$ cat src/rtl/cdq_pkg.sv
// Shared types and constants for the circular deque with cursor.
// Holds the operation codes, status codes, controller states and the
// command/status structs. No dependencies.
`default_nettype none

package cdq_pkg;

  localparam int DEPTH  = 16;
  localparam int DATA_W = 32;
  localparam int IDX_W  = $clog2(DEPTH);
  localparam int CNT_W  = $clog2(DEPTH + 1);

  typedef enum logic [2:0] {
    KIND_PUSH_FRONT = 3'd0,
    KIND_PUSH_BACK  = 3'd1,
    KIND_POP_FRONT  = 3'd2,
    KIND_POP_BACK   = 3'd3,
    KIND_CUR_FRONT  = 3'd4,
    KIND_CUR_BACK   = 3'd5,
    KIND_CUR_NEXT   = 3'd6,
    KIND_CUR_PREV   = 3'd7
  } kind_t;

  typedef enum logic [1:0] {
    STAT_OK    = 2'd0,
    STAT_FULL  = 2'd1,
    STAT_EMPTY = 2'd2
  } stat_t;

  typedef enum logic [1:0] {
    S_IDLE,
    S_EXEC,
    S_LOAD
  } ctrl_state_t;

  // controller -> datapath
  typedef struct packed {
    logic capture;  // latch the accepted transaction
    logic exec;     // update indices, write or issue a read
    logic load;     // fill the output register
  } cdq_cmd_t;

  // datapath -> controller
  typedef struct packed {
    logic out_free; // output register empty or being drained
  } cdq_stat_t;

  function automatic logic [IDX_W-1:0] idx_inc(input logic [IDX_W-1:0] i);
    idx_inc = (i == IDX_W'(DEPTH - 1)) ? '0 : i + IDX_W'(1);
  endfunction

  function automatic logic [IDX_W-1:0] idx_dec(input logic [IDX_W-1:0] i);
    idx_dec = (i == '0) ? IDX_W'(DEPTH - 1) : i - IDX_W'(1);
  endfunction

endpackage

`default_nettype wire

$ cat src/rtl/cdq_if.sv
// Valid/ready channel interfaces for the deque: operation in, result out.
// Depends on cdq_pkg for widths.
`default_nettype none

interface cdq_in_if
  import cdq_pkg::*;
();
  logic              valid;
  logic              ready;
  logic [2:0]        kind;
  logic [DATA_W-1:0] data_in;

  modport source (output valid, kind, data_in, input ready);
  modport sink   (input valid, kind, data_in, output ready);
endinterface

interface cdq_out_if
  import cdq_pkg::*;
();
  logic              valid;
  logic              ready;
  logic [DATA_W-1:0] data_out;
  logic [1:0]        status;
  logic              is_empty;
  logic [CNT_W-1:0]  entry_count;

  modport source (output valid, data_out, status, is_empty, entry_count, input ready);
  modport sink   (input valid, data_out, status, is_empty, entry_count, output ready);
endinterface

`default_nettype wire

$ cat src/rtl/cdq_ctrl.sv
// Controller state machine for the deque: accept, execute, load result.
// Depends on cdq_pkg.
`default_nettype none

module cdq_ctrl
  import cdq_pkg::*;
(
  input  logic      clk,
  input  logic      rst_n,
  input  logic      in_valid,
  output logic      in_ready,
  input  cdq_stat_t stat,
  output cdq_cmd_t  cmd
);

  ctrl_state_t state_r, state_nxt;

  always_comb begin
    state_nxt = state_r;
    unique case (state_r)
      S_IDLE: if (in_valid) state_nxt = S_EXEC;
      S_EXEC: state_nxt = S_LOAD;
      S_LOAD: if (stat.out_free) state_nxt = S_IDLE;
      default: state_nxt = S_IDLE;
    endcase
  end

  always_comb begin
    in_ready    = 1'b0;
    cmd.capture = 1'b0;
    cmd.exec    = 1'b0;
    cmd.load    = 1'b0;
    unique case (state_r)
      S_IDLE: begin
        in_ready    = 1'b1;
        cmd.capture = in_valid;
      end
      S_EXEC: cmd.exec = 1'b1;
      S_LOAD: cmd.load = stat.out_free;
      default: ;
    endcase
  end

  always_ff @(posedge clk) begin
    if (!rst_n) state_r <= S_IDLE;
    else        state_r <= state_nxt;
  end

endmodule

`default_nettype wire

$ cat src/rtl/cdq_dp.sv
// Datapath for the deque: indices, cursor, ring memory and result register.
// Depends on cdq_pkg; driven by cdq_ctrl through cdq_cmd_t.
`default_nettype none

module cdq_dp
  import cdq_pkg::*;
(
  input  logic              clk,
  input  logic              rst_n,
  input  cdq_cmd_t          cmd,
  output cdq_stat_t         stat,
  input  logic [2:0]        in_kind,
  input  logic [DATA_W-1:0] in_data,
  output logic              out_valid,
  input  logic              out_ready,
  output logic [DATA_W-1:0] out_data,
  output logic [1:0]        out_status,
  output logic              out_is_empty,
  output logic [CNT_W-1:0]  out_count
);

  logic [DATA_W-1:0] ring_mem [DEPTH];
  logic [DATA_W-1:0] rd_q_r;

  kind_t             kind_r;
  logic [DATA_W-1:0] data_r;
  logic [IDX_W-1:0]  front_r, front_nxt;
  logic [IDX_W-1:0]  back_r, back_nxt;
  logic [CNT_W-1:0]  count_r, count_nxt;
  logic [IDX_W-1:0]  cur_r, cur_nxt;
  logic              cur_vld_r, cur_vld_nxt;
  logic              hit_r, hit_nxt;
  stat_t             stat_r, stat_nxt;

  logic              we, re;
  logic [IDX_W-1:0]  waddr, raddr;
  logic              is_full, is_emp;

  logic              out_valid_r;
  logic [DATA_W-1:0] out_data_r;
  stat_t             out_stat_r;
  logic              out_empty_r;
  logic [CNT_W-1:0]  out_count_r;

  assign is_full = (count_r == CNT_W'(DEPTH));
  assign is_emp  = (count_r == '0);

  always_comb begin
    front_nxt   = front_r;
    back_nxt    = back_r;
    count_nxt   = count_r;
    cur_nxt     = cur_r;
    cur_vld_nxt = cur_vld_r;
    hit_nxt     = hit_r;
    stat_nxt    = stat_r;
    we          = 1'b0;
    re          = 1'b0;
    waddr       = '0;
    raddr       = '0;
    if (cmd.exec) begin
      hit_nxt  = 1'b0;
      stat_nxt = STAT_OK;
      unique case (kind_r) inside
        KIND_PUSH_FRONT, KIND_PUSH_BACK: begin
          if (is_full) begin
            stat_nxt = STAT_FULL;
          end else begin
            we        = 1'b1;
            count_nxt = count_r + CNT_W'(1);
            if (is_emp) begin
              waddr     = '0;
              front_nxt = IDX_W'(DEPTH - 1);
              back_nxt  = idx_inc('0);
            end else if (kind_r == KIND_PUSH_FRONT) begin
              waddr     = front_r;
              front_nxt = idx_dec(front_r);
            end else begin
              waddr    = back_r;
              back_nxt = idx_inc(back_r);
            end
          end
        end
        KIND_POP_FRONT, KIND_POP_BACK: begin
          if (is_emp) begin
            stat_nxt = STAT_EMPTY;
          end else begin
            re        = 1'b1;
            hit_nxt   = 1'b1;
            count_nxt = count_r - CNT_W'(1);
            if (kind_r == KIND_POP_FRONT) begin
              front_nxt = idx_inc(front_r);
              raddr     = front_nxt;
            end else begin
              back_nxt = idx_dec(back_r);
              raddr    = back_nxt;
            end
          end
        end
        KIND_CUR_FRONT, KIND_CUR_BACK: begin
          if (is_emp) begin
            cur_vld_nxt = 1'b0;
            stat_nxt    = STAT_EMPTY;
          end else begin
            cur_vld_nxt = 1'b1;
            cur_nxt     = (kind_r == KIND_CUR_FRONT) ? idx_inc(front_r) : idx_dec(back_r);
          end
        end
        default: begin
          // cursor next / previous
          if (!cur_vld_r) begin
            stat_nxt = STAT_EMPTY;
          end else begin
            re      = 1'b1;
            hit_nxt = 1'b1;
            raddr   = cur_r;
            if (kind_r == KIND_CUR_NEXT) begin
              cur_nxt     = idx_inc(cur_r);
              cur_vld_nxt = (cur_nxt != back_r);
            end else begin
              cur_nxt     = idx_dec(cur_r);
              cur_vld_nxt = (cur_nxt != front_r);
            end
          end
        end
      endcase
    end
  end

  // ring memory: one write port, one registered read port
  always_ff @(posedge clk) begin
    if (we) ring_mem[waddr] <= data_r;
  end

  always_ff @(posedge clk) begin
    if (re) rd_q_r <= ring_mem[raddr];
  end

  always_ff @(posedge clk) begin
    if (cmd.capture) begin
      kind_r <= kind_t'(in_kind);
      data_r <= in_data;
    end
  end

  always_ff @(posedge clk) begin
    if (!rst_n) begin
      front_r   <= '0;
      back_r    <= '0;
      count_r   <= '0;
      cur_r     <= '0;
      cur_vld_r <= 1'b0;
      hit_r     <= 1'b0;
      stat_r    <= STAT_OK;
    end else begin
      front_r   <= front_nxt;
      back_r    <= back_nxt;
      count_r   <= count_nxt;
      cur_r     <= cur_nxt;
      cur_vld_r <= cur_vld_nxt;
      hit_r     <= hit_nxt;
      stat_r    <= stat_nxt;
    end
  end

  // result register
  assign stat.out_free = !out_valid_r || out_ready;

  always_ff @(posedge clk) begin
    if (!rst_n) begin
      out_valid_r <= 1'b0;
    end else if (cmd.load) begin
      out_valid_r <= 1'b1;
    end else if (out_ready) begin
      out_valid_r <= 1'b0;
    end
  end

  always_ff @(posedge clk) begin
    if (cmd.load) begin
      out_data_r  <= hit_r ? rd_q_r : '0;
      out_stat_r  <= stat_r;
      out_empty_r <= is_emp;
      out_count_r <= count_r;
    end
  end

  assign out_valid    = out_valid_r;
  assign out_data     = out_data_r;
  assign out_status   = out_stat_r;
  assign out_is_empty = out_empty_r;
  assign out_count    = out_count_r;

  a_count_bound: assert property (@(posedge clk) disable iff (!rst_n)
    count_r <= CNT_W'(DEPTH))
    else $error("entry count exceeds depth");

  a_push_grows: assert property (@(posedge clk) disable iff (!rst_n)
    cmd.exec && (kind_r == KIND_PUSH_FRONT || kind_r == KIND_PUSH_BACK) && !is_full
    |=> count_r == $past(count_r) + CNT_W'(1))
    else $error("accepted push did not add one entry");

  a_empty_pop_holds: assert property (@(posedge clk) disable iff (!rst_n)
    cmd.exec && (kind_r == KIND_POP_FRONT || kind_r == KIND_POP_BACK) && is_emp
    |=> count_r == '0 && $stable(front_r) && $stable(back_r))
    else $error("pop on empty deque changed state");

  a_load_when_free: assert property (@(posedge clk) disable iff (!rst_n)
    cmd.load |-> stat.out_free)
    else $error("result register overwritten before taken");

  a_empty_flag: assert property (@(posedge clk) disable iff (!rst_n)
    out_valid_r |-> out_empty_r == (out_count_r == '0))
    else $error("empty flag disagrees with entry count");

endmodule

`default_nettype wire

$ cat src/rtl/circular_deque_with_cursor.sv
// Top level of the circular deque with traversal cursor.
// Depends on cdq_pkg, cdq_if (channels), cdq_ctrl and cdq_dp.
//
// A bounded double-ended ring of DEPTH entries with a cursor. Each input
// transaction carries one operation (push front/back, pop front/back, cursor
// to front/back, cursor next/previous) and yields exactly one result
// transaction with the popped or visited entry, a status (ok, full or empty;
// an invalid cursor reports empty), the empty flag and the entry count after
// the operation. Operations run one at a time: accept, execute against the
// indices and the ring memory, then load the result register. These steps
// follow the registered read of the ring memory: the execute step issues
// the read and the load step takes its data.
// The input side reopens as soon as the result is loaded, while that result
// still waits to be taken; a stalled output holds the next operation in its
// load step. Entries never pushed since reset must not be read by the cursor;
// their data is undefined. No clearing pass is needed after reset.
`default_nettype none

module circular_deque_with_cursor
  import cdq_pkg::*;
(
  input  logic             clk,
  input  logic             rst_n,
  cdq_in_if.sink           in_chan,
  cdq_out_if.source        out_chan
);

  cdq_cmd_t  cmd;
  cdq_stat_t stat;

  // sequence accept / execute / load
  cdq_ctrl u_ctrl (
    .clk      (clk),
    .rst_n    (rst_n),
    .in_valid (in_chan.valid),
    .in_ready (in_chan.ready),
    .stat     (stat),
    .cmd      (cmd)
  );

  // indices, cursor, ring memory and result register
  cdq_dp u_dp (
    .clk          (clk),
    .rst_n        (rst_n),
    .cmd          (cmd),
    .stat         (stat),
    .in_kind      (in_chan.kind),
    .in_data      (in_chan.data_in),
    .out_valid    (out_chan.valid),
    .out_ready    (out_chan.ready),
    .out_data     (out_chan.data_out),
    .out_status   (out_chan.status),
    .out_is_empty (out_chan.is_empty),
    .out_count    (out_chan.entry_count)
  );

endmodule

`default_nettype wire
$ cat src/flat_wrapper.sv
// flat-port wrapper written by rule: the top's interface ports become plain ports
module circular_deque_with_cursor_flat import cdq_pkg::*;
  (clk, rst_n, in_chan_valid, in_chan_kind, in_chan_data_in, in_chan_ready, out_chan_valid, out_chan_data_out, out_chan_status, out_chan_is_empty, out_chan_entry_count, out_chan_ready);
  cdq_in_if in_chan_i ();
  cdq_out_if out_chan_i ();
  input  logic clk;
  input  logic rst_n;
  input wire logic [$bits(in_chan_i.valid)-1:0] in_chan_valid;
  input wire logic [$bits(in_chan_i.kind)-1:0] in_chan_kind;
  input wire logic [$bits(in_chan_i.data_in)-1:0] in_chan_data_in;
  output wire logic [$bits(in_chan_i.ready)-1:0] in_chan_ready;
  output wire logic [$bits(out_chan_i.valid)-1:0] out_chan_valid;
  output wire logic [$bits(out_chan_i.data_out)-1:0] out_chan_data_out;
  output wire logic [$bits(out_chan_i.status)-1:0] out_chan_status;
  output wire logic [$bits(out_chan_i.is_empty)-1:0] out_chan_is_empty;
  output wire logic [$bits(out_chan_i.entry_count)-1:0] out_chan_entry_count;
  input wire logic [$bits(out_chan_i.ready)-1:0] out_chan_ready;
  assign in_chan_i.valid = in_chan_valid;
  assign in_chan_i.kind = in_chan_kind;
  assign in_chan_i.data_in = in_chan_data_in;
  assign in_chan_ready = in_chan_i.ready;
  assign out_chan_valid = out_chan_i.valid;
  assign out_chan_data_out = out_chan_i.data_out;
  assign out_chan_status = out_chan_i.status;
  assign out_chan_is_empty = out_chan_i.is_empty;
  assign out_chan_entry_count = out_chan_i.entry_count;
  assign out_chan_i.ready = out_chan_ready;
  circular_deque_with_cursor u_core (.clk(clk), .rst_n(rst_n), .in_chan(in_chan_i), .out_chan(out_chan_i));
endmodule
$ cat config.mk
export PLATFORM = sky130hd
export DESIGN_NAME = circular_deque_with_cursor_flat
export DESIGN_NICKNAME = d
export VERILOG_FILES = /design/src/rtl/cdq_pkg.sv /design/src/rtl/cdq_if.sv /design/src/rtl/cdq_ctrl.sv /design/src/rtl/cdq_dp.sv /design/src/rtl/circular_deque_with_cursor.sv /design/src/flat_wrapper.sv
export SDC_FILE = /design/constraint.sdc
export NUM_CORES = 1
export LEC_CHECK = 0
export ABC_AREA = 1
export BUFFER_PORTS_ARGS = -buffer_cell sky130_fd_sc_hd__buf_2
export CAP_MARGIN = 20
export CORE_ASPECT_RATIO = 1.2
export CORE_MARGIN = 8
export CORE_UTILIZATION = 50
export DETAILED_ROUTE_END_ITERATION = 10
export MAX_ROUTING_LAYER = met4
export PLACE_DENSITY = 0.69
export SETUP_SLACK_MARGIN = 0.02
export SLEW_MARGIN = 25
export SYNTH_ARGS = -nofsm -noshare
export SYNTH_HDL_FRONTEND = slang
export SYNTH_SLANG_ARGS = --single-unit
$ cat constraint.sdc
create_clock -name clk -period 4.5 [get_ports clk]
set_input_delay 0.225 -clock clk [delete_from_list [all_inputs] [get_ports clk]]
set_output_delay 0.225 -clock clk [all_outputs]
set_load 0.01 [all_outputs]
==> flow_summary.toml, run 1 <==
[yosys]
synth-simple-area-share_pct = 20.5
ys_seq_area_share_pct = 67.9
syn_inst = 2522
synth-compound-area-share_pct = 1.70
synth_xor_area_share_pct = 0.561
synth-adder-area-share_pct = 0.517
syn_area_um2 = 28100
ys_warn_count = 0
syn_nets = 2572
ys_ff_latch = 643
ys_types = 39
synthMuxAreaShare_pct = 0
synth_top_family_by_area = "simple AND/OR/NAND/NOR gates"
avgSynthCellArea_um2 = 11.1

[final_layout]
syn_to_final_growth_pct = 12.8
diodes = 0
layout.nets = 2650
drive_above_1_share_pct = 9.66
final_area_um2 = 31700
final_common_cell = "nand3_1"
layout_common_cells = "nand3_1, edfxtp_1, inv_1"
fillCellCount = 4475

[grt]
grt_pass1_wl_um = 107000
grtUsageTotal_pct = 22.0
grt_max_degree = 195
grt-ovfl-total = 0
antenna_found_initial = 0
grt_pass1_vias = 18400

[sta]
period_needed_ps = 3630
final.setup_skew_ps = 29.6
fmax_mhz = 276
slew_viol_final = 0
setup_tns_ps = 0
period_share_pct = 80.6
slew_headroom_pct = 22.9
setup_viol = 0
hold_viol = 0
rsz0062_at_grt = "no"
worst_pin_slew_ps = 1160

[critical_path]
reg2reg_from = "u_core.u_dp.kind_r[2]"
cpMaxStageDelayCell = "nor3_1"
path_common_cell = "nand2_1"
r2r_cells = 8
r2r_end = "u_core.u_dp.ring_mem[2][26]"
cp.arrival_ps = 3890
endpoint_kind = "flop"
r2r_slack_ps = 870
worstSetupPathType = "reg2reg"
crit_path_end = "u_core.u_dp.ring_mem[2][26]"
critPathLaunchType = "flop"
max_stage_delay_ps = 710
crit_start = "u_core.u_dp.kind_r[2]"
path_cells = "inv_2 > nand2_1 > nor3_1 > nand2_1 > inv_1 > nand2_1 > nor2_4 > buf_4"
crit_required_ps = 4770
cp_max_fo = 20

[drt]
routed_wl_um = 69400
remaining_drc_errors = 0
dr_wl_met2_um = 34800
highest_layer = "met4"
wl_met3_um = 4820
drtAntennaViolNets = 0
drt-met1-wl_um = 27300
vias = 18900
drtIter0Drc = 1784
drt_pass1_iterations = 6
via_per_inst = 5.58
avgRoutedWirePerCell_um = 20.5

[pwr]
peakVddDrop_v = 0.000334
leakage_nw = 12.6
power_density_nw_per_um2 = 388

[floorplanning]
io_pins = 81
initial_utilization_pct = 50.4
core_um2 = 55700
die_h_um = 276
die-area_um2 = 64100
die_x_um = 232
rows = 95

[clock_tree]
clk_pin_slew_ps = 60
cts-resized-gates = 0
holdBufCountCts = 38
cts_setup_buffers = 0
numCtsBuffers = 60
cts_tree = "done"
cts_root_buf = "clkbuf_16"
h-tree-depth = 2
clock_sinks = 643
clock_path_buffers = 3
insertion_delay_ps = 650

[status]
status = "finished, final reports clean"

[placement]
place_area_um2 = 29300
gp_congestion = 0.888
dp_hpwl_um = 39200
port_buffers = 80

[worst_hold_path]
whs_path_depth = 2
hold_class = "in2reg"

[flow_run]
max-cap-violations = 0
==> logic make-up (layout without fill, tap and decap cells) <==
kind of cell,after synthesis,count (layout)
AND/OR/NAND/NOR,1156,1156
flip-flops,643,643
buffers and inverters,609,738
AO/OA/AOI/OAI,85,85
XOR/XNOR,18,18
adder cells (fa/ha/maj),11,11
==> power breakdown <==
part | switching [W] | leakage (nW) | total, W | internal [W]
sequential | 0.000107 | 5.79 | 0.00673 | 0.00662
clock | 0.00224 | 0.953 | 0.00515 | 0.00291
combinational | 0.000289 | 5.86 | 0.000411 | 0.000122
==> how the worst min path moves through the flow <==
stage / from / to / slack [ps]
2_1_floorplan: in_chan_data_in[0] / u_core.u_dp.data_r[0] / 320
3_3_place_gp: in_chan_data_in[21] / u_core.u_dp.data_r[21] / 400
3_5_place_dp: in_chan_data_in[16] / u_core.u_dp.data_r[16] / 400
4_1_cts: in_chan_data_in[20] / u_core.u_dp.data_r[20] / 260
5_1_grt: in_chan_data_in[3] / u_core.u_dp.data_r[3] / 280
6_report: in_chan_data_in[3] / u_core.u_dp.data_r[3] / 290
==> critical path, delay by kind of cell (launching register included) <==
kind                   cells  cell delay, ps
and+or+nand+nor            5            1830
buffers and inverters      3             830
DFF                        1             570
==> registers in the layout, summed over array words and instances, names as in the netlist <==
| signal | count |
|---|---|
| u_core.u_dp.out_valid | 1 |
| u_core.u_dp.back_r | 4 |
| u_core.u_dp.out_count | 5 |
| u_core.u_dp.stat_r | 2 |
| u_core.u_dp.cur_r | 4 |
| u_core.u_dp.out_data | 32 |
| u_core.u_dp.front_r | 4 |
| u_core.u_dp.out_is_empty | 1 |
| u_core.u_dp.data_r | 32 |
| u_core.u_dp.cur_vld_r | 1 |
| u_core.u_dp.count_r | 5 |
| u_core.u_ctrl.state_r | 2 |
| u_core.u_dp.out_status | 2 |
| u_core.u_dp.hit_r | 1 |
| u_core.u_dp.kind_r | 3 |
| u_core.u_dp.ring_mem | 512 |
| u_core.u_dp.rd_q_r | 32 |
==> per-stage QoR <==
step                      utilization (%)  hold WS [ps]  total power [W]  std cells  setup slack, ps
final                                56.9           292           0.0123       3378              875
after global routing                 56.9           275           0.0126       3378              741
after CTS                            56.9           260           0.0124       3378              941
after detailed placement             52.6           403          0.00724       3227              956
after global placement               52.6           402          0.00723       3227             1100
after floorplan                         -           324          0.00706       2522              397
==> per-layer routing <==
layer  vias to the layer above  global-route usage (%)
met1                      9197                    26.7
li1                       8771                       -
met5                         -                       -
met4                         0                    8.49
met2                       739                    37.1
met3                       158                    3.29
==> synthesized netlist by cell type (all sizes together) <==
cell	n	area [um^2]
o21a	1	7.51
a211oi	6	45.0
o22ai	5	31.3
fa	1	20.0
a21oi	26	134
ha	10	125
xor2	13	114
nand3b	128	961
nor4	1	6.26
nor3	4	20.0
nor2	46	189
nor3b	1	7.51
a41oi	1	8.76
dfxtp	24	480
o211ai	3	22.5
a31oi	7	43.8
edfxtp	619	18600
buf	95	548
nand4	2	12.5
o31ai	1	7.51
nand3	695	3500
o21bai	1	7.51
nand2	278	1060
xnor2	5	43.8
inv	458	1720
o21ai	34	170
clkbuf	56	210
or2	1	6.26
==> cell type report <==
| type | count | area, um^2 | area share (%) |
|---|---|---|---|
| Sequential cell | 643 | 19100 | 60.2 |
| Multi-Input combinational cell | 1270 | 6740 | 21.3 |
| Inverter | 458 | 1730 | 5.45 |
| Clock buffer | 69 | 1540 | 4.84 |
| Timing Repair Buffer | 167 | 1260 | 3.98 |
| Tap cell | 727 | 910 | 2.87 |
| Clock inverter | 44 | 455 | 1.44 |
(Power assumes the default switching activity.)
==> inputs of run 2 (changes only) <==
Clock period 4.5 ns to 3.7 ns, I/O delays scaled along.
==> flow_summary.toml, run 2 (synthesis results as in run 1) <==
[floorplanning]
io_pins = 81
die_h_um = 276
initial_utilization_pct = 50.4
rows = 95
die_x_um = 232
core_um2 = 55700
die-area_um2 = 64100

[pwr]
p_clk_share_pct = 41.9
power_density_nw_per_um2 = 470
peakVddDrop_v = 0.000380
leakage_nw = 12.7
pwr-share-comb_pct = 3.4
power_frac_seq_pct = 54.8
p_int_w = 0.0118
switching_share_pct = 21.0
switchingPower_w = 0.00314

[sta]
hold_viol = 0
setup_tns_ps = 0
worst_pin_slew_ps = 957
final.setup_skew_ps = 12.3
hold_ws_ps = 263
fmax_mhz = 330
fin_ws_ps = 672
period_needed_ps = 3030
setup_viol = 0
rsz0062_at_grt = "no"
period_share_pct = 81.8
slew_viol_final = 0
slew_headroom_pct = 36.2

[clock_tree]
clock_sinks = 643
numCtsBuffers = 60
clk_pin_slew_ps = 70
insertion_delay_ps = 630
h-tree-depth = 2
clock_path_buffers = 3
cts_tree = "done"
cts_setup_buffers = 0
cts_root_buf = "clkbuf_16"

[final_layout]
syn_to_final_growth_pct = 13.2
finalCoreUtilization_pct = 57.0
final_common_cell = "nand3_1"
fillCellCount = 4497
diodes = 0
final_area_um2 = 31800
layout.nets = 2652
drive_above_1_share_pct = 9.65
largest_register_ff_count = 512
regMostFlops = "u_core.u_dp.ring_mem"
layout_common_cells = "nand3_1, edfxtp_1, inv_1"

[critical_path]
endpoint_kind = "flop"
cpMaxStageDelayCell = "nand2_4"
path_common_cell = "nand3_1"
path_cells = "inv_1 > ha_1 > nand3_1 > nand3_1 > nand3_4 > nand2_8 > nand2_4 > buf_4 > nand2_1 > nand3_1 > nand3_1 > nand3_1 > nand2_1"
worstSetupPathType = "reg2reg"
crit_required_ps = 4070
cp.buffers_inverters = 2
cp.arrival_ps = 3400
critPathLaunchType = "flop"
max_stage_delay_ps = 510
cp_max_fo = 43
crit_family = "simple AND/OR/NAND/NOR gates"

[worst_hold_path]
hold_class = "in2reg"

[drt]
avgRoutedWirePerCell_um = 20.8
routed_wl_um = 70200
remaining_drc_errors = 0
via_per_inst = 5.60
drtIter0Drc = 1913
drt_pass1_iterations = 6
drtAntennaViolNets = 0
vias = 18900

[placement]
dp_hpwl_um = 39000
gp_congestion = 0.839
pre_cts_ws_ps = 733
port_buffers = 80
place_area_um2 = 29400

[grt]
antenna_found_initial = 0
grt_max_degree = 187
grt_pass1_wl_um = 109000
grt-ovfl-total = 0
grt_pass1_vias = 19300
grtUsageTotal_pct = 22.6

[status]
status = "finished, final reports clean"

[flow_run]
max-cap-violations = 0
-- run 2: path summary, 6_finish.rpt --
kind	startpoint	endpoint	slack, ps	depth (start not counted)
setup / recovery	u_core.u_dp.back_r[0]	u_core.u_dp.rd_q_r[4]	670	13
hold / removal	in_chan_data_in[17]	u_core.u_dp.data_r[17]	260	2
setup reg to reg	u_core.u_dp.back_r[0]	u_core.u_dp.rd_q_r[4]	670	13
hold reg to reg	u_core.u_dp.stat_r[1]	u_core.u_dp.out_status[1]	440	0
-- run 2: metrics by stage --
stage	total power, W	cells
after floorplan	0.00859	2522
after global placement	0.00879	3229
after detailed placement	0.00880	3229
after CTS	0.0150	3379
after global routing	0.0153	3379
final	0.0149	3379
-- run 2: final cells by class --
cell class	count	area [um^2]	share of cell area, %
clock buffer	79	1630	5.14
tap	727	910	2.86
timing repair buffer	169	1360	4.29
inverter	458	1720	5.42
sequential	643	19100	60.0
multi-input combinational	1270	6750	21.2
clock inverter	33	345	1.09
-- run 2: metal layers --
metal  GRT usage [%]  up-vias  share of wire (%)
li1                -     8778                  -
met1            26.7     9184                 38
met2            38.5      785                 51
met3            2.89      183                7.0
met4            10.4        0                4.1
met5               -        -                  0
-- run 2: repair_timing --
| action | in CTS | in global routing |
|---|---|---|
| hold buffers | 38 | 0 |
| hold endpoints to repair | 54 | 0 |
| resized for setup | 0 | 0 |
-- run 2: power by group through the flow --
stage | clock, W | combinational [W] | sequential (W)
after detailed placement | 0 | 0.000466 | 0.00834
after CTS | 0.00633 | 0.000501 | 0.00818
final | 0.00625 | 0.000501 | 0.00818
after global routing | 0.00659 | 0.000545 | 0.00819
after floorplan | 0 | 0.000313 | 0.00828
after global placement | 0 | 0.000460 | 0.00833
